**src/hw/rtl/cst_pkg.sv**
```systemverilog
// Package for the cross stencil threshold block: widths, defaults, register codes and types.
package cst_pkg;

  // Default line store depth and frame height limit.
  localparam int unsigned CST_MAX_COLUMNS = 1024;
  localparam int unsigned CST_MAX_ROWS    = 1024;

  // Fixed field widths.
  localparam int unsigned PIXEL_W   = 8;
  localparam int unsigned CFG_W     = 11;
  localparam int unsigned POS_OUT_W = 10;
  localparam int unsigned SUM_W     = 11;
  localparam int unsigned LINE_W    = 2 * PIXEL_W;
  localparam int unsigned CFG_IDX_W = 2;

  // Register reset values.
  localparam logic [CFG_W-1:0] ROW_COUNT_RESET      = 11'd10;
  localparam logic [CFG_W-1:0] COLUMN_COUNT_RESET   = 11'd10;
  localparam logic [CFG_W-1:0] MARK_THRESHOLD_RESET = 11'd30;

  // Smallest frame dimension the window can work on.
  localparam int unsigned MIN_DIM = 3;

  // Configuration register indexes.
  typedef enum logic [CFG_IDX_W-1:0] {
    REG_ROW_COUNT      = 2'd0,
    REG_COLUMN_COUNT   = 2'd1,
    REG_MARK_THRESHOLD = 2'd2
  } cst_reg_e;

  // One line store entry: the pixel of the row above and of the row above that.
  typedef struct packed {
    logic [PIXEL_W-1:0] prev;
    logic [PIXEL_W-1:0] older;
  } cst_line_t;

  // Per-pixel verdict of the raster tracker.
  typedef struct packed {
    logic judge;
    logic last;
  } cst_pos_t;

  // Clamp a programmed dimension into the range the hardware supports.
  function automatic int unsigned cst_clamp_dim(logic [CFG_W-1:0] v, int unsigned max_dim);
    int unsigned val;
    val = int'(v);
    if (val < MIN_DIM) begin
      return MIN_DIM;
    end
    if (val > max_dim) begin
      return max_dim;
    end
    return val;
  endfunction

endpackage

```
**src/hw/rtl/cst_cfg.sv**
```systemverilog
// Configuration registers of the cross stencil threshold block.
module cst_cfg import cst_pkg::*; #(
  parameter int unsigned MAX_COLUMNS = CST_MAX_COLUMNS,
  parameter int unsigned MAX_ROWS    = CST_MAX_ROWS
) (
  input  logic                               clk_i,
  input  logic                               rst_ni,
  input  logic                               cfg_valid_i,
  input  logic [CFG_IDX_W-1:0]               cfg_index_i,
  input  logic [CFG_W-1:0]                   cfg_data_i,
  output logic                               cfg_ready_o,
  output logic [$clog2(MAX_ROWS+1)-1:0]      rows_o,
  output logic [$clog2(MAX_COLUMNS+1)-1:0]   cols_o,
  output logic [CFG_W-1:0]                   threshold_o
);

  localparam int unsigned RDW = $clog2(MAX_ROWS + 1);
  localparam int unsigned CDW = $clog2(MAX_COLUMNS + 1);

  logic [RDW-1:0]   rows_q, rows_d;
  logic [CDW-1:0]   cols_q, cols_d;
  logic [CFG_W-1:0] thr_q, thr_d;
  logic             wr_en;

  // Writes are always taken.
  assign cfg_ready_o = 1'b1;
  assign wr_en       = cfg_valid_i;

  // Register decode; dimensions are stored already clamped.
  always_comb begin
    rows_d = rows_q;
    cols_d = cols_q;
    thr_d  = thr_q;
    if (wr_en) begin
      unique case (cfg_index_i)
        REG_ROW_COUNT:      rows_d = RDW'(cst_clamp_dim(cfg_data_i, MAX_ROWS));
        REG_COLUMN_COUNT:   cols_d = CDW'(cst_clamp_dim(cfg_data_i, MAX_COLUMNS));
        REG_MARK_THRESHOLD: thr_d  = cfg_data_i;
        default: ;
      endcase
    end
  end

  always_ff @(posedge clk_i or negedge rst_ni) begin
    if (!rst_ni) begin
      rows_q <= RDW'(cst_clamp_dim(ROW_COUNT_RESET, MAX_ROWS));
      cols_q <= CDW'(cst_clamp_dim(COLUMN_COUNT_RESET, MAX_COLUMNS));
      thr_q  <= MARK_THRESHOLD_RESET;
    end else begin
      rows_q <= rows_d;
      cols_q <= cols_d;
      thr_q  <= thr_d;
    end
  end

  assign rows_o      = rows_q;
  assign cols_o      = cols_q;
  assign threshold_o = thr_q;

endmodule

```
**config.mk**
```make
export PLATFORM = sky130hd
export DESIGN_NAME = cst_cfg
export DESIGN_NICKNAME = d
export VERILOG_FILES = /design/src/hw/rtl/cst_pkg.sv /design/src/hw/rtl/cst_cfg.sv
export SDC_FILE = /design/constraint.sdc
export NUM_CORES = 1
export LEC_CHECK = 0
export BUFFER_PORTS_ARGS = -buffer_cell sky130_fd_sc_hd__buf_2
export CAP_MARGIN = 0
export CELL_PAD_IN_SITES_DETAIL_PLACEMENT = 1
export CELL_PAD_IN_SITES_GLOBAL_PLACEMENT = 1
export CORE_UTILIZATION = 33
export DETAILED_ROUTE_END_ITERATION = 8
export PLACE_DENSITY = 0.74
export SYNTH_ARGS = -nofsm -noshare
export SYNTH_HDL_FRONTEND = slang
export SYNTH_SLANG_ARGS = --single-unit
```
**constraint.sdc**
```tcl
create_clock -name clk_i -period 0.84 [get_ports clk_i]
set_clock_uncertainty 0.15 [all_clocks]
set_input_delay 0.168 -clock clk_i [delete_from_list [all_inputs] [get_ports clk_i]]
set_output_delay 0.168 -clock clk_i [all_outputs]
set_load 0.05 [all_outputs]
```
**After elaboration in Yosys (flattened, before gate mapping)**

Index checks and enable logic that the tools add are counted.

- Register bits after elaboration: 33
- Input bits: 16
- Output and inout port bits: 34
- Logic and storage cells: 29

- Order comparisons: 2
- Eq/ne operators: 2
- Multiplexer cells: 18
- Reductions and logical operators: 4

Operators by type and width:

| kind | number |
|---|---|
| $mux W11 | 5 |
| $mux W1 | 12 |
| $gt A11 B11 Y1 const B | 1 |
| $lt A11 B2 Y1 const B | 1 |
| $reduce_and A2 Y1 | 3 |
| $eq A2 B1 Y1 const B | 1 |
| $eq A2 B2 Y1 const B | 1 |
| $logic_not A2 Y1 | 1 |
| $mux W2 | 1 |

**Depth between registers and ports, before layout**

- Word-level depth: 9
- Gate-level depth with buffers: 4
- Depth with buffers taken out: 3

**Worst setup path before layout**

OpenSTA, ideal clock, no wires.

- Path kind: input -> register
- Start: in cfg_index_i[1]
- End: reg rows_q[0] (netlist: rows_o[0])
- Setup time: 133 ps
- Arrival: 872 ps
- Data required time: 557 ps
- Path slack: -315 ps
- Stages on the path: 4
- Path buffers: 1
- Cells stage by stage: or3b_4 buf_2 nand2_1 o31ai_2

- Word-level cells in the longest chain between the ends: 2

RTL lines:

| item | line | source |
|---|---|---|
| from (decl) | cst_cfg.sv:9 | `input logic [CFG_IDX_W-1:0] cfg_index_i,` |
| $logic_not A2 Y1 | cst_cfg.sv:35 | `unique case (cfg_index_i)` |
| $reduce_and A2 Y1 (no source line) | - |  |
| to (signal assigned) | cst_cfg.sv:46 | `rows_q <= RDW'(cst_clamp_dim(ROW_COUNT_RESET, MAX_ROWS));` |
| to (signal assigned) | cst_cfg.sv:50 | `rows_q <= rows_d;` |
| to (decl) | cst_cfg.sv:20 | `logic [RDW-1:0] rows_q, rows_d;` |

No other way between the ends.
A chain may end at the register's enable or synchronous reset.

**Final worst setup path**

- Start: reg cols_q[1] (netlist: cols_o[1])
- End: out cols_o[1]

RTL lines:

| item | line | source |
|---|---|---|
| from (decl) | cst_cfg.sv:21 | `logic [CDW-1:0] cols_q, cols_d;` |
| from (signal assigned) | cst_cfg.sv:47 | `cols_q <= CDW'(cst_clamp_dim(COLUMN_COUNT_RESET, MAX_COLUMNS));` |
| from (signal assigned) | cst_cfg.sv:51 | `cols_q <= cols_d;` |
| to (decl) | cst_cfg.sv:13 | `output logic [$clog2(MAX_COLUMNS+1)-1:0] cols_o,` |

No word-level cell between the ends.

==> results.sh <==
export IMPL_clock_sinks=33
export IMPL_min_path_type="primary input to flop"
export IMPL_arrival_ns=1.02
export IMPL_violations="setup timing"
export IMPL_yosysWarningCount=0
export IMPL_synth_seq_cells=33
export IMPL_peakVddDrop_mv=1.41
export IMPL_drive_gt1_frac=0.914
export IMPL_slowest_delay_ns=0.59
export IMPL_final_common_cell="buf_6"
export IMPL_reg2reg_slack_ns=-0.24
export IMPL_grt_pass1_vias=1352
export IMPL_fin_total_pwr_mw=6.11
export IMPL_cts_buffers=5
export IMPL_routedWlPerCell_um=25.5
export IMPL_crit_slowest_cell="dfstp_2"
export IMPL_syn_area_mm2=0.00132
export IMPL_critPathCaptureType="primary output"
export IMPL_final_setup_worst_slack_ns=-0.502
export IMPL_cts_htree_levels=2
export IMPL_die_area_mm2=0.00426
export IMPL_grt_max_degree=34
export IMPL_outcome="finished with violations"
export IMPL_track_usage=0.239
export IMPL_leakage_nw=1.25
export IMPL_setup_tns_ns=-17.87
export IMPL_timing_rr_end="cols_o[1]"
export IMPL_crit_chain="buf_8"
export IMPL_n_fill_cell=329
export IMPL_worstSkewPairLatency_ns=0.29
export IMPL_crit_family="flip-flops"
export IMPL_io_buffers=48
export IMPL_seq_area_um2=867
export IMPL_yosysUniqueCellTypes=18
export IMPL_p_per_area_mw_per_mm2=2230
export IMPL_dr_pass1_iters=6
export IMPL_antenna_cells=0
export IMPL_synthToLayoutAreaGrowth_pct=108
export IMPL_multi_input_area_um2=733
export IMPL_min_from="cfg_data_i[0]"
export IMPL_yosysSeqAreaShare=0.633
export IMPL_wl_met1_um=2420
export IMPL_cts_root_buffer="clkbuf_8"
export IMPL_antenna_found_initial=0
export IMPL_initial_core_util=0.353
export IMPL_finalCriticalPeriod_ns=1.34
export IMPL_drv_cap=0
export IMPL_io_pins=50
export IMPL_tritoncts="yes"
export IMPL_coreArea_mm2=0.00374
export IMPL_final_cell_mix="buf_6 (42), dfrtp_2 (25), buf_4 (19)"
export IMPL_drv_slew=0
export IMPL_wl_met2_um=3260
export IMPL_crit_buf_inv=1
export IMPL_critPathKind="flop to primary output"
export IMPL_syn_area_per_cell_um2=12.1
export IMPL_via_per_inst=5.17
export IMPL_top_layer_used="met4"
export IMPL_gp_congestion=0.712
export IMPL_max_freq_mhz=745
export IMPL_crit_fanout=2
export IMPL_synth_cells=109
export IMPL_worstSetupStartpointType="flop"
export IMPL_whs_ns=0.000364
export IMPL_reg2reg_from="cols_o[1]"
export IMPL_ant_nets=0
export IMPL_fin_crit_sh=1.60
export IMPL_whs_path_depth=2
export IMPL_overflow=0
export IMPL_die_y_um=65.2
export IMPL_hold_viol=0
export IMPL_r2r_cells=3
export IMPL_die_w_um=65.2
export IMPL_grt_pass1_wl_um=7350
export IMPL_layout_nets=213
export IMPL_rsz0062_at_grt="yes"
export IMPL_num_vias=1267
export IMPL_wl_um=6250
export IMPL_placementRows=22
export IMPL_required_ns=0.52
export IMPL_clk_path_buf_depth=2
export IMPL_wl_met3_um=249
export IMPL_drc=0
export IMPL_dr_first_iter_drc_count=35
export IMPL_hold_end="threshold_o[0]"
export IMPL_syn_num_nets=125
export IMPL_setup_viol=66
export IMPL_clk_pin_slew_worst_paths_ns=0.07
export IMPL_dpl_hpwl_um=2530
## kinds of logic (layout without fill, tap and decap cells)
family | count (synthesis) | count (layout) | share of synthesized area
DFF | 33 | 33 | 0.633
muxes | 13 | 13 | 0.111
buffers and inverters | 7 | 95 | 0.0303
and+or+nand+nor | 33 | 33 | 0.124
other | 1 | 1 | 0.00284
AOI/OAI and AO/OA | 22 | 22 | 0.0986
## through the flow
stage               area [um^2]  instances  utilization  setup WS [ns]
floorplan                  1440        109            -         -0.271
global placement           1840        216        0.492         -0.412
detailed placement         1840        216        0.492         -0.451
CTS                        2440        232        0.651         -0.465
global route               2740        245        0.732         -0.518
finish                     2740        245        0.732         -0.502
## how the worst max path moves through the flow
stage                         startpoint          to  slack, ns  cells after the start
final                          cols_o[1]   cols_o[1]      -0.50                      1
after global routing           cols_o[1]   cols_o[1]      -0.52                      1
after CTS                      cols_o[1]   cols_o[1]      -0.47                      1
after detailed placement  cfg_index_i[0]   rows_o[0]      -0.45                      4
after global placement    cfg_index_i[0]   rows_o[0]      -0.41                      4
after floorplan           cfg_index_i[0]  rows_o[10]      -0.27                      2
## synth_stat cells, drive strengths merged
master | n | area share
dfrtp | 25 | 0.47
nand2 | 20 | 0.057
o21ai | 16 | 0.061
mux2 | 13 | 0.11
dfstp | 8 | 0.16
nand2b | 8 | 0.038
buf | 4 | 0.022
o31ai | 4 | 0.030
clkbuf | 3 | 0.0085
a21oi | 2 | 0.0076
nand3b | 2 | 0.011
nor4 | 2 | 0.0095
conb | 1 | 0.0028
or3b | 1 | 0.0085
## registers in the layout, summed over array words and instances (netlist names)
signal	flops
cols_o	11
rows_o	11
threshold_o	11
## report_power, final
part           total [mW]  switching, mW  internal (mW)
registers            2.17          0.258           1.91
clock network        1.27          0.614          0.652
logic                2.67           1.50           1.17
total                6.11           2.37           3.74
## layer usage
layer / track usage / vias to the layer above
met5: 0 / -
met4: 0.101 / 0
met3: 0.0330 / 22
met2: 0.411 / 53
met1: 0.298 / 645
li1: - / 547
## area by class of cell
cell class,count,share of cell area
Clock buffer,7,0.0315
Multi-Input combinational cell,69,0.268
Sequential cell,33,0.316
Tap cell,48,0.0219
Timing Repair Buffer,88,0.363
## repair_timing
item / CTS / global route
gates resized for setup: 114 / 53
pin swaps: 11 / 11
hold buffers: 1 / 0
endpoints found under the setup margin: 66 / 66
hold endpoints to repair: 33 / 0
buffers inserted: 5 / 14
gates cloned: 4 / 0
(Power assumes the default switching activity.)
