### config.mk
export PLATFORM = sky130hd
export DESIGN_NAME = cst_raster
export DESIGN_NICKNAME = d
export VERILOG_FILES = /design/src/hw/rtl/cst_pkg.sv /design/src/hw/rtl/cst_raster.sv
export SDC_FILE = /design/constraint.sdc
export NUM_CORES = 1
export LEC_CHECK = 0
export BUFFER_PORTS_ARGS = -buffer_cell sky130_fd_sc_hd__buf_2
export CAP_MARGIN = 20
export CORE_ASPECT_RATIO = 1.75
export CORE_MARGIN = 2
export CORE_UTILIZATION = 60
export CTS_CLUSTER_DIAMETER = 200
export DETAILED_ROUTE_END_ITERATION = 7
export MAX_ROUTING_LAYER = met4
export PLACE_DENSITY = 0.83
export SETUP_SLACK_MARGIN = 0.2
export SYNTH_ARGS = -nofsm -noshare
export SYNTH_HDL_FRONTEND = slang
export SYNTH_SLANG_ARGS = --single-unit
### constraint.sdc
create_clock -name clk_i -period 5.35 [get_ports clk_i]
set_clock_uncertainty 0.1 [all_clocks]
set_input_delay 0 -clock clk_i [delete_from_list [all_inputs] [get_ports clk_i]]
set_output_delay 0 -clock clk_i [all_outputs]
set_load 0.03 [all_outputs]
### src/hw/rtl/cst_pkg.sv
// Package for the cross stencil threshold block: widths, defaults, register codes and types.
package cst_pkg;

  // Default line store depth and frame height limit.
  localparam int unsigned CST_MAX_COLUMNS = 1024;
  localparam int unsigned CST_MAX_ROWS    = 1024;

  // Fixed field widths.
  localparam int unsigned PIXEL_W   = 8;
  localparam int unsigned CFG_W     = 11;
  localparam int unsigned POS_OUT_W = 10;
  localparam int unsigned SUM_W     = 11;
  localparam int unsigned LINE_W    = 2 * PIXEL_W;
  localparam int unsigned CFG_IDX_W = 2;

  // Register reset values.
  localparam logic [CFG_W-1:0] ROW_COUNT_RESET      = 11'd10;
  localparam logic [CFG_W-1:0] COLUMN_COUNT_RESET   = 11'd10;
  localparam logic [CFG_W-1:0] MARK_THRESHOLD_RESET = 11'd30;

  // Smallest frame dimension the window can work on.
  localparam int unsigned MIN_DIM = 3;

  // Configuration register indexes.
  typedef enum logic [CFG_IDX_W-1:0] {
    REG_ROW_COUNT      = 2'd0,
    REG_COLUMN_COUNT   = 2'd1,
    REG_MARK_THRESHOLD = 2'd2
  } cst_reg_e;

  // One line store entry: the pixel of the row above and of the row above that.
  typedef struct packed {
    logic [PIXEL_W-1:0] prev;
    logic [PIXEL_W-1:0] older;
  } cst_line_t;

  // Per-pixel verdict of the raster tracker.
  typedef struct packed {
    logic judge;
    logic last;
  } cst_pos_t;

  // Clamp a programmed dimension into the range the hardware supports.
  function automatic int unsigned cst_clamp_dim(logic [CFG_W-1:0] v, int unsigned max_dim);
    int unsigned val;
    val = int'(v);
    if (val < MIN_DIM) begin
      return MIN_DIM;
    end
    if (val > max_dim) begin
      return max_dim;
    end
    return val;
  endfunction

endpackage

### src/hw/rtl/cst_raster.sv
// Raster position tracker: row and column of the next pixel and its window verdict.
module cst_raster import cst_pkg::*; #(
  parameter int unsigned MAX_COLUMNS = CST_MAX_COLUMNS,
  parameter int unsigned MAX_ROWS    = CST_MAX_ROWS
) (
  input  logic                               clk_i,
  input  logic                               rst_ni,
  input  logic                               advance_i,
  input  logic [$clog2(MAX_ROWS+1)-1:0]      rows_i,
  input  logic [$clog2(MAX_COLUMNS+1)-1:0]   cols_i,
  output logic [$clog2(MAX_COLUMNS)-1:0]     col_o,
  output logic [POS_OUT_W-1:0]               center_row_o,
  output cst_pos_t                           flags_o
);

  localparam int unsigned CW  = $clog2(MAX_COLUMNS);
  localparam int unsigned RW  = $clog2(MAX_ROWS);
  localparam int unsigned RDW = $clog2(MAX_ROWS + 1);
  localparam int unsigned CDW = $clog2(MAX_COLUMNS + 1);
  // One spare bit so that position plus two never wraps.
  localparam int unsigned CXW = CDW + 1;
  localparam int unsigned RXW = RDW + 1;

  logic [RW-1:0]  row_q, row_d;
  logic [CW-1:0]  col_q, col_d;
  logic [CXW-1:0] col_x, cols_x;
  logic [RXW-1:0] row_x, rows_x;
  logic           col_end, row_end;

  assign col_x  = CXW'(col_q);
  assign cols_x = CXW'(cols_i);
  assign row_x  = RXW'(row_q);
  assign rows_x = RXW'(rows_i);

  assign col_end = (col_x + CXW'(1)) >= cols_x;
  assign row_end = (row_x + RXW'(1)) >= rows_x;

  // The centre one row up is interior when the current pixel lies below the
  // top two rows and away from the left and right borders.
  always_comb begin
    flags_o.judge = (row_x >= RXW'(2)) && (row_x < rows_x) &&
                    (col_x >= CXW'(1)) && ((col_x + CXW'(2)) <= cols_x);
    flags_o.last  = ((row_x + RXW'(1)) == rows_x) && ((col_x + CXW'(2)) == cols_x);
  end

  assign col_o        = col_q;
  assign center_row_o = POS_OUT_W'(row_q - RW'(1));

  // Advance through the frame, wrapping at row and frame ends.
  always_comb begin
    row_d = row_q;
    col_d = col_q;
    if (advance_i) begin
      if (col_end) begin
        col_d = '0;
        row_d = row_end ? '0 : row_q + RW'(1);
      end else begin
        col_d = col_q + CW'(1);
      end
    end
  end

  always_ff @(posedge clk_i or negedge rst_ni) begin
    if (!rst_ni) begin
      row_q <= '0;
      col_q <= '0;
    end else begin
      row_q <= row_d;
      col_q <= col_d;
    end
  end

endmodule
After elaboration in Yosys (flattened, before gate mapping)
Index checks and enable logic that the tools add are counted.
{"block": "totals", "elab_cells": 23, "reg_bits": 20, "latch_bits": 0, "out_inout_bits": 22, "n_memories": 0, "romBits": 0, "mem_bits_rw": 0}
{"block": "classes", "magnitude_cmp": 6, "n_eq_ne": 2, "addsub": 6, "n_mul": 0, "div_mod_pow": 0, "n_bitwise": 0, "reduce_logical": 5, "muxes": 2, "n_shift": 0}
{"op": "10-bit by 1-bit adder with 11-bit output, second input constant", "n": 2}
{"op": "11-bit equality test", "n": 2}
{"op": "10-bit by 1-bit adder with 10-bit output, second input constant", "n": 2}
{"op": "10-bit two-way mux", "n": 2}
{"op": "12-bit by 11-bit >= comparator with 1-bit output", "n": 1}
{"op": "12-bit by 11-bit <= comparator with 1-bit output", "n": 1}
{"op": "10-bit by 2-bit adder with 11-bit output, second input constant", "n": 1}
{"op": "11-bit >= comparator", "n": 1}
{"op": "10-bit by 11-bit < comparator with 1-bit output", "n": 1}
{"op": "10-bit by 1-bit >= comparator with 1-bit output, second input constant", "n": 1}
{"op": "10-bit by 2-bit >= comparator with 1-bit output, second input constant", "n": 1}
{"op": "10-bit by 1-bit subtractor with 10-bit output, second input constant", "n": 1}
{"op": "1-bit logical AND", "n": 4}
{"op": "2-bit AND reduction", "n": 1}

Depth between registers and ports, before layout
Gate-level depths: netlist (run 1).
{"block": "depth", "word_depth": 4, "mapped_depth": 13}

Least setup slack after synthesis (run 1)
Ideal clock, no wire load.
{"block": "synth_path", "path_type": "flip-flop to output port", "startpoint": "register col_q[3], in the netlist col_o[3]", "endpoint": "output flags_o[1] in the netlist's numbering", "setup_slack_ps": 2366, "path_buffers": 1, "arrival_time_ps": 2884, "stages_incl_launch_ff": 12, "required_ps": 5250, "path_cell_list": "dfrtp_1 -> buf_2 -> nand3_1 -> or2_2 -> nor2_1 -> xor2_1 -> ha_1 -> nand2_1 -> nor4_1 -> nand2b_1 -> a21oi_1 -> nor3_1"}
{"item": "from (decl)", "line": "cst_raster.sv:25", "text": "logic [CW-1:0] col_q, col_d;"}
{"item": "from (signal assigned)", "line": "cst_raster.sv:69", "text": "col_q <= col_d;"}
{"item": "to (decl)", "line": "cst_raster.sv:13", "text": "output cst_pos_t flags_o"}

Worst setup path in the final report (run 1)
{"block": "layout_path", "startpoint": "register col_q[0], in the netlist col_o[0]", "endpoint": "register row_q[2]"}
{"block": "layout_between", "elab_chain_len": 3}
{"item": "10-bit by 1-bit adder with 11-bit output", "line": "cst_raster.sv:35", "text": "assign col_end = (col_x + CXW'(1)) >= cols_x;"}
{"item": "11-bit >= comparator", "line": "cst_raster.sv:35"}
{"item": "2-bit AND reduction (no line)"}
{"item": "to (signal assigned)", "line": "cst_raster.sv:68", "text": "row_q <= row_d;"}
{"item": "to (decl)", "line": "cst_raster.sv:24", "text": "logic [RW-1:0] row_q, row_d;"}
Every way passes these cells.
A chain may end at the register's enable or synchronous reset.

==> impl_metrics.json, run 1 <==
{
  "post_cts_buffers": 0,
  "diodes": 0,
  "drtPass1Iterations": 4,
  "grt_pass1_wl_um": 10100,
  "dp_cells": 373,
  "synthToLayoutAreaGrowth_pct": 12.1,
  "synth_top_area_share_pct": 25.6,
  "syn_area_um2": 2490,
  "reg2reg_from": "col_o[0]",
  "layout_common_cells": "ha_1 (51), buf_2 (46), inv_1 (28), nand2_1 (23), dfrtp_1 (20)",
  "antenna_found_initial": 0,
  "drv_slew": 0,
  "power.total_w": 0.000736,
  "dr.first_iter.drc_count": 40,
  "cp.required_ns": 5.40,
  "die-area_um2": 4710,
  "min-delay-start": "advance_i",
  "power.leakage_nw": 1.57,
  "synth-main-ff-cell": "dfrtp_1",
  "coreArea_um2": 4070,
  "overflow": 0,
  "dpl_worst_slack_ns": 1.85,
  "slew_headroom_pct": 42.1,
  "crit_path_start_kind": "flip-flop",
  "path_max_fanout": 12,
  "rr_worst_depth": 12,
  "viasPerCell": 6.03,
  "drive_gt1_share_pct": 19.8,
  "synth_cells": 292,
  "final_common_cell": "ha_1",
  "first_global_vias": 2295,
  "synth.distinct_cells": 47,
  "clk_latency_ns": 0.26,
  "wl_per_cell_um": 16.7,
  "grt_setup_unrepaired": "no",
  "grt_max_degree": 21,
  "setup_ws_ns": 1.83,
  "rrSetupSlack_ns": 1.83,
  "clk_path_buf_depth": 2,
  "timing.final.crit_share_pct": 65.8,
  "drc": 0,
  "fillers": 353,
  "status": "completed",
  "synth_edf_count": 0,
  "worstMarginPinSlew_ns": 0.863,
  "rows": 31,
  "maxCapViolCount": 0,
  "vias": 2278,
  "initial_core_util_pct": 61.3,
  "yosysSeqAreaShare_pct": 20.1,
  "synthArstFlopShare_pct": 100,
  "hp-class": "in -> reg",
  "layout_min_cycle_time_ns": 3.52,
  "die-width_um": 52.7,
  "path_clk_slew_ns": 0.08,
  "synth_top_area_cell": "ha_1",
  "synth_seq_cells": 20,
  "yosysWarnings": 0,
  "min_path_cells": 2,
  "drtAntennaViolNets": 0,
  "worstSetupPathType": "reg -> reg",
  "cts_sinks": 20,
  "grt.total_usage_pct": 29.8,
  "max_freq_mhz": 284,
  "finalSetupViolations": 0,
  "layoutNonFillerInstCount": 378,
  "synth_nets": 368,
  "power_density_nw_per_um2": 263,
  "worstReg2RegEnd": "row_q[2]",
  "synth.avg_cell_area_um2": 8.54,
  "cts_buffers": 3,
  "die_h_um": 89.3,
  "crit_arrival_ns": 3.58,
  "ios": 47,
  "cts-root-buf": "clkbuf_8",
  "hold_viol_final": 0,
  "fin_nets": 406,
  "gp_congestion": 0.907,
  "hold-path-endpoint": "col_o[0]",
  "end_kind": "flip-flop",
  "vdd_drop_max_mv": 0.187,
  "setup_tns_ns": 0,
  "yosys-top-cells-area": "ha_1 (26%), dfrtp_1 (20%), xnor2_1 (6.3%)",
  "cts_tree": "done",
  "whs_ns": 0.0487,
  "port_buffers": 46,
  "routed_wl_um": 6300,
  "place_hpwl_um": 5260,
  "cts-htree-levels": 1
}
-- kinds of logic (layout without fill, tap and decap cells) --
logic type	Yosys count	in the layout	synth area share, %
buf+inv	42	79	7.02
mux	1	1	0.401
fa+ha+maj	51	51	25.6
xor+xnor	30	30	10.8
flops	20	20	20.1
simple gates	90	90	19.4
compound gates	58	58	16.7
-- where the power goes --
| group | leakage, nW | internal, W | switching (W) |
|---|---|---|---|
| Clock | 0.0357 | 0.0000999 | 0.0000544 |
| Sequential | 0.267 | 0.000169 | 0.0000409 |
| Combinational | 1.27 | 0.000147 | 0.000225 |
| Total | 1.57 | 0.000415 | 0.000321 |
-- per-stage QoR --
stage / utilization (%) / area, µm²
2_1_floorplan: - / 2490
3_3_place_gp: 66.7 / 2720
3_5_place_dp: 66.7 / 2720
4_1_cts: 68.7 / 2800
5_1_grt: 68.7 / 2800
6_report: 68.7 / 2800
-- worst max-delay path, cell delays in order, from the launching register on --
cell     delay (ns)
dfrtp_1        0.53
ha_1           0.24
nand3_1        0.15
nor2_1         0.24
nand3_1        0.13
xnor2_1        0.21
ha_1           0.29
a21oi_1        0.15
o21a_1         0.12
o31ai_1        0.07
o21ai_1        0.70
nor2_2         0.19
a22o_1         0.28
-- how the worst max path moves through the flow --
stage | from | to | slack [ns] | cells past startpoint
CTS | col_o[0] | row_q[2] | 1.83 | 12
global route | col_o[0] | row_q[2] | 1.56 | 12
detailed placement | col_o[0] | row_q[2] | 1.85 | 12
global placement | col_o[0] | row_q[2] | 1.92 | 12
floorplan | col_o[3] | flags_o[1] | 2.37 | 11
finish | col_o[0] | row_q[2] | 1.83 | 12
-- synthesized netlist by cell type, drive strengths merged, types with 2 or more instances --
master,count
inv,28
nand4,6
nand3,11
nor4,5
and4,3
o31ai,2
dfrtp,20
a21oi,11
o21ai,6
a21o,8
nor2,11
nor2b,12
and3,4
a22o,7
buf,7
xor2,11
ha,51
clkbuf,7
a211oi,2
o21a,4
a31o,8
or2,3
or4,2
nor3,5
nand2,23
xnor2,19
-- per-layer routing --
metal | wire length, µm | GRT usage [%] | vias up
li1 | - | - | 1116
met1 | 2230 | 27.0 | 1065
met2 | 3490 | 56.4 | 65
met3 | 148 | 3.18 | 32
met4 | 429 | 18.4 | 0
met5 | 0 | - | -
-- flip-flops by register name, indices dropped and copies added, names as in the netlist --
signal  flops
row_q      10
col_o      10
-- what timing repair did --
item                                    in CTS  in global routing
hold endpoints to repair                    20                  0
hold buffers                                 1                  0
gates resized for setup                      0                  0
endpoints found under the setup margin       0                  0
-- cell type report --
class | instances | area, µm² | share of cell area (%)
Inverter | 28 | 105 | 3.76
Timing Repair Buffer | 47 | 240 | 8.59
Multi-Input combinational cell | 230 | 1820 | 65.0
Clock inverter | 1 | 30.0 | 1.07
Sequential cell | 20 | 500 | 17.9
Tap cell | 49 | 61.3 | 2.19
Clock buffer | 3 | 41.3 | 1.48
Power figures use the tool's default switching activity.
==> run 2, diff against run 1 <==
ABC_AREA = 1   (was default)
CORE_UTILIZATION = 52   (was 60)
PLACE_DENSITY = 0.76   (was 0.83)
clock period = 3.21 ns   (was 5.35 ns; I/O delays follow)
==> impl_metrics.json, run 2 <==
{
  "wl_per_cell_um": 13.7,
  "clk_path_buf_depth": 2,
  "post_cts_buffers": 0,
  "crit_path_start_kind": "flip-flop",
  "vias": 2757,
  "timing.final.crit_share_pct": 88.9,
  "drive_gt1_share_pct": 16.7,
  "synth_seq_cells": 20,
  "drtPass1Iterations": 4,
  "setup_ws_ns": 0.358,
  "synth-main-ff-cell": "dfrtp_1",
  "drv_slew": 0,
  "yosys-top-cells-count": "nand2_1 (117), inv_1 (72), ha_1 (51)",
  "drc": 0,
  "dr.first_iter.drc_count": 104,
  "power.leakage_nw": 1.94,
  "setup_tns_ns": 0,
  "rr_worst_depth": 14,
  "cts_sinks": 20,
  "dp_cells": 523,
  "grt_max_degree": 21,
  "grt_setup_unrepaired": "yes",
  "gp_congestion": 0.970,
  "yosys-top-cells-area": "ha_1 (23%), dfrtp_1 (18%), nand2_1 (16%)",
  "worstMarginPinSlew_ns": 0.497,
  "first_global_vias": 2751,
  "rrSetupSlack_ns": 0.43,
  "reg2reg_from": "col_o[1]",
  "grt_pass1_wl_um": 12000,
  "fin_nets": 551,
  "cts_buffers": 3,
  "diodes": 0,
  "power_density_nw_per_um2": 590,
  "layout_min_cycle_time_ns": 2.85,
  "drtAntennaViolNets": 0,
  "final_common_cell": "nand2_1",
  "port_buffers": 46,
  "worstReg2RegEnd": "row_q[0]",
  "routed_wl_um": 7260,
  "cts-root-buf": "clkbuf_8",
  "synth_top_area_share_pct": 22.9,
  "die-width_um": 59.3,
  "cts_tree": "done",
  "synth.avg_cell_area_um2": 6.58,
  "place_hpwl_um": 6280,
  "layout_common_cells": "nand2_1 (117), inv_1 (72), ha_1 (51), buf_2 (46), nor2_1 (45)",
  "yosysMostFrequentCell": "nand2_1",
  "layoutNonFillerInstCount": 528,
  "crit_arrival_ns": 2.75,
  "cts-htree-levels": 1,
  "ios": 47,
  "power.total_w": 0.00186,
  "dpl_worst_slack_ns": 0.343,
  "cp.required_ns": 3.11,
  "finalSetupViolations": 0,
  "synthToLayoutAreaGrowth_pct": 13.4,
  "antenna_found_initial": 0,
  "viasPerCell": 5.22,
  "yosysSeqAreaShare_pct": 18.0,
  "synth.distinct_cells": 28,
  "rows": 35,
  "slew_headroom_pct": 66.9,
  "status": "completed",
  "end_kind": "output pin",
  "placed_cell_area_um2": 3090,
  "yosysWarnings": 0,
  "path_max_fanout": 8,
  "die_h_um": 101,
  "max_freq_mhz": 351,
  "synth_cells": 423,
  "grt.total_usage_pct": 27.0,
  "syn_area_um2": 2790,
  "synth_edf_count": 0,
  "coreArea_um2": 5210,
  "maxCapViolCount": 0,
  "vdd_drop_max_mv": 0.354,
  "initial_core_util_pct": 53.4,
  "clk_latency_ns": 0.27,
  "path_clk_slew_ns": 0.08,
  "die-area_um2": 5980,
  "worstSetupPathType": "reg -> out",
  "synth_nets": 499,
  "hp-class": "in -> async",
  "fin_area_um2": 3160,
  "synthArstFlopShare_pct": 100,
  "overflow": 0,
  "synth_top_area_cell": "ha_1",
  "hold_viol_final": 0
}
run 2: through the flow:
| stage | util [%] | hold WS, ns |
|---|---|---|
| floorplan | - | -0.396 |
| finish | 60.6 | 0.157 |
| detailed placement | 59.2 | -0.118 |
| CTS | 60.4 | 0.153 |
| global route | 60.6 | 0.188 |
| global placement | 59.2 | -0.123 |
run 2: timing repair:
item                                    in CTS  in global routing
resized for setup                            0                  3
endpoints found under the setup margin       0                 11
hold buffers                                 2                  0
endpoints found under the hold margin       23                  0
run 2: where the power goes:
part | leakage, nW | switching (W) | internal, W
registers | 0.266 | 0.0000701 | 0.000302
logic | 1.66 | 0.000879 | 0.000441
clock network | 0.0216 | 0.0000872 | 0.0000839
total | 1.94 | 0.00104 | 0.000827
run 2: cells by family (layout without fill, tap and decap cells):
kind of cell / count (synthesis) / in the layout / synth area share (%)
buf+inv: 84 / 134 / 11.9
flops: 20 / 20 / 18.0
compound gates: 38 / 38 / 7.73
simple gates: 209 / 209 / 32.9
fa+ha+maj: 51 / 51 / 22.9
xor+xnor: 21 / 21 / 6.60
run 2: worst max-delay path by stage:
stage,endpoint,start,slack (ns)
after global placement,row_q[9],col_o[1],0.37
after CTS,row_q[9],col_o[1],0.31
after floorplan,flags_o[0],col_o[2],0.43
after detailed placement,row_q[9],col_o[1],0.34
final,flags_o[1],col_o[3],0.36
after global routing,flags_o[1],col_o[4],0.17
run 2: layout make-up:
cell class                      instances  area [µm²]
Tap cell                               55        68.8
Fill cell                             518        2050
Timing Repair Buffer                   54         295
Sequential cell                        20         502
Clock buffer                            3        41.3
Multi-Input combinational cell        319        1960
Inverter                               77         289
run 2: worst max-delay path, cell delays in order, from the launching register on:
cell,delay [ns]
dfrtp_1,0.51
inv_1,0.13
nor3_2,0.27
nand2_1,0.10
xnor2_1,0.14
ha_1,0.29
nand2_1,0.08
nor2_1,0.19
nand4_1,0.20
nor3_1,0.19
nor2_1,0.07
nor2_1,0.10
buf_2,0.21
run 2: routing by layer:
| layer | vias to the layer above | share of wire, % | GRT usage (%) |
|---|---|---|---|
| met5 | - | 0 | - |
| met4 | 0 | 5.3 | 16.1 |
| met3 | 29 | 2.2 | 1.54 |
| met2 | 72 | 58 | 51.5 |
| met1 | 1227 | 35 | 24.7 |
| li1 | 1429 | - | - |
==> run 3, diff against run 2 <==
--- a/config.mk
+++ b/config.mk
@@ -10,3 +10,2 @@
 export CAP_MARGIN = 20
-export CORE_ASPECT_RATIO = 1.75
 export CORE_MARGIN = 2
--- a/constraint.sdc
+++ b/constraint.sdc
@@ -4,2 +4,2 @@
 set_output_delay 0 -clock clk_i [all_outputs]
-set_load 0.03 [all_outputs]
+set_load 0.02 [all_outputs]
==> impl_metrics.json, run 3 (synthesis results as in run 2) <==
{
  "status": "completed",
  "grt.total_usage_pct": 24.1,
  "die_h_um": 77.2,
  "gp_congestion": 0.928,
  "cts-root-buf": "clkbuf_8",
  "layoutNonFillerInstCount": 542,
  "viasPerCell": 5.03,
  "timing.final.crit_share_pct": 87.9,
  "first_global_vias": 2573,
  "drive_gt1_share_pct": 17.4,
  "drtPass1Iterations": 4,
  "die-width_um": 77.2,
  "crit_start": "col_o[6]",
  "layout_min_cycle_time_ns": 2.82,
  "end_kind": "output pin",
  "layout_common_cells": "nand2_1 (117), inv_1 (72), ha_1 (50), buf_2 (46), nor2_1 (45)",
  "rr_worst_depth": 14,
  "placed_cell_area_um2": 3070,
  "diodes": 0,
  "drv_slew": 0,
  "cts_buffers": 3,
  "overflow": 0,
  "hold_viol_final": 0,
  "initial_core_util_pct": 54.2,
  "drc": 0,
  "place_hpwl_um": 5600,
  "rows": 26,
  "cp.required_ns": 3.11,
  "vdd_drop_max_mv": 0.361,
  "coreArea_um2": 5140,
  "fin_area_um2": 3180,
  "grt_max_degree": 21,
  "setup_tns_ns": 0,
  "port_buffers": 46,
  "synthToLayoutAreaGrowth_pct": 14.3,
  "clk_latency_ns": 0.26,
  "path_clk_slew_ns": 0.08,
  "cts-htree-levels": 1,
  "critPathCapture": "flags_o[0]",
  "crit_arrival_ns": 2.72,
  "cp_common_cell": "nand2_1",
  "clk_path_buf_depth": 2,
  "routed_wl_um": 6780,
  "fin_nets": 549,
  "antenna_found_initial": 0,
  "finalSetupViolations": 0,
  "dr.first_iter.drc_count": 239,
  "path_max_fanout": 8,
  "maxCapViolCount": 0,
  "worstMarginPinSlew_ns": 0.457,
  "critPathBufInv": 2,
  "cts_tree": "done",
  "cp_cell_sequence": "inv_2, nor3_2, nand2_1, xnor2_1, ha_1, nand2_1, nor2_1, nand4_1, nor4_1, buf_2",
  "reg2reg_from": "col_o[1]",
  "grt_setup_unrepaired": "no",
  "power.leakage_nw": 1.94,
  "wl_per_cell_um": 12.5,
  "grt_pass1_wl_um": 11600,
  "worstSetupPathType": "reg -> out",
  "vias": 2727,
  "hp-class": "in -> async",
  "cp.depth": 10,
  "crit_path_top_delay_cell": "dfrtp_1",
  "power.total_w": 0.00175,
  "drtAntennaViolNets": 0,
  "max_stage_delay_ns": 0.51,
  "whs_ns": 0.116,
  "power_density_nw_per_um2": 550,
  "die-area_um2": 5960,
  "worstReg2RegEnd": "row_q[0]",
  "final_common_cell": "nand2_1",
  "max_freq_mhz": 354,
  "dp_cells": 533,
  "slew_headroom_pct": 69.5,
  "ios": 47,
  "crit_path_start_kind": "flip-flop",
  "crit_family": "simple AND/OR/NAND/NOR gates",
  "rrSetupSlack_ns": 0.46,
  "cts_sinks": 20
}
==> run 3: cell types whose count changed in the layout (fill, tap and decap cells not counted) <==
cell / change
ha_2: +1
buf_4: -2
ha_1: -1
dfrtp_2: +3
clkbuf_8: +1
dfrtp_1: -3
==> run 3: power by group <==
group | total [W] | switching, W | internal, W
sequential | 0.000400 | 0.0000933 | 0.000306
clock | 0.000191 | 0.0000814 | 0.000109
combinational | 0.00116 | 0.000733 | 0.000426
==> run 3: worst min path at each step <==
stage / endpoint / slack, ns / start / depth (start not counted)
6_report: row_q[6] / 0.12 / rst_ni / 2
5_1_grt: row_q[6] / 0.14 / rst_ni / 2
4_1_cts: row_q[6] / 0.13 / rst_ni / 2
3_5_place_dp: row_q[6] / -0.13 / rst_ni / 1
3_3_place_gp: row_q[5] / -0.13 / rst_ni / 1
2_1_floorplan: col_o[0] / -0.40 / rst_ni / 0
==> run 3: layer usage <==
layer	GRT usage (%)	share of wire [%]
met5	-	0
met4	4.11	1.0
met3	3.76	6.7
met2	36.7	45
met1	34.4	48
==> run 3: area by class of cell <==
cell class | instances | area (µm²)
Inverter | 77 | 289
Fill cell | 503 | 1960
Clock buffer | 4 | 55.1
Tap cell | 70 | 87.6
Multi-Input combinational cell | 319 | 1970
Timing Repair Buffer | 52 | 280
Sequential cell | 20 | 505
==> run 3: stage by stage <==
step	util, %	setup slack, ns
floorplan	-	0.659
global placement	59.7	0.377
detailed placement	59.7	0.295
CTS	61.1	0.241
global route	61.9	0.201
finish	61.9	0.387
==> run 3: timing repair <==
| item | CTS | global route |
|---|---|---|
| endpoints found under the setup margin | 0 | 22 |
| gates resized for setup | 0 | 7 |
| endpoints found under the hold margin | 23 | 0 |
| hold buffers | 2 | 0 |
| buffers inserted | 0 | 3 |
==> run 3: worst register-to-register path, delay by kind of cell (launching register included) <==
kind | cells | cell delay [ns]
simple gates | 9 | 1.13
fa+ha+maj | 2 | 0.49
flops | 1 | 0.41
xor+xnor | 1 | 0.24
compound gates | 1 | 0.24
buf+inv | 1 | 0.07
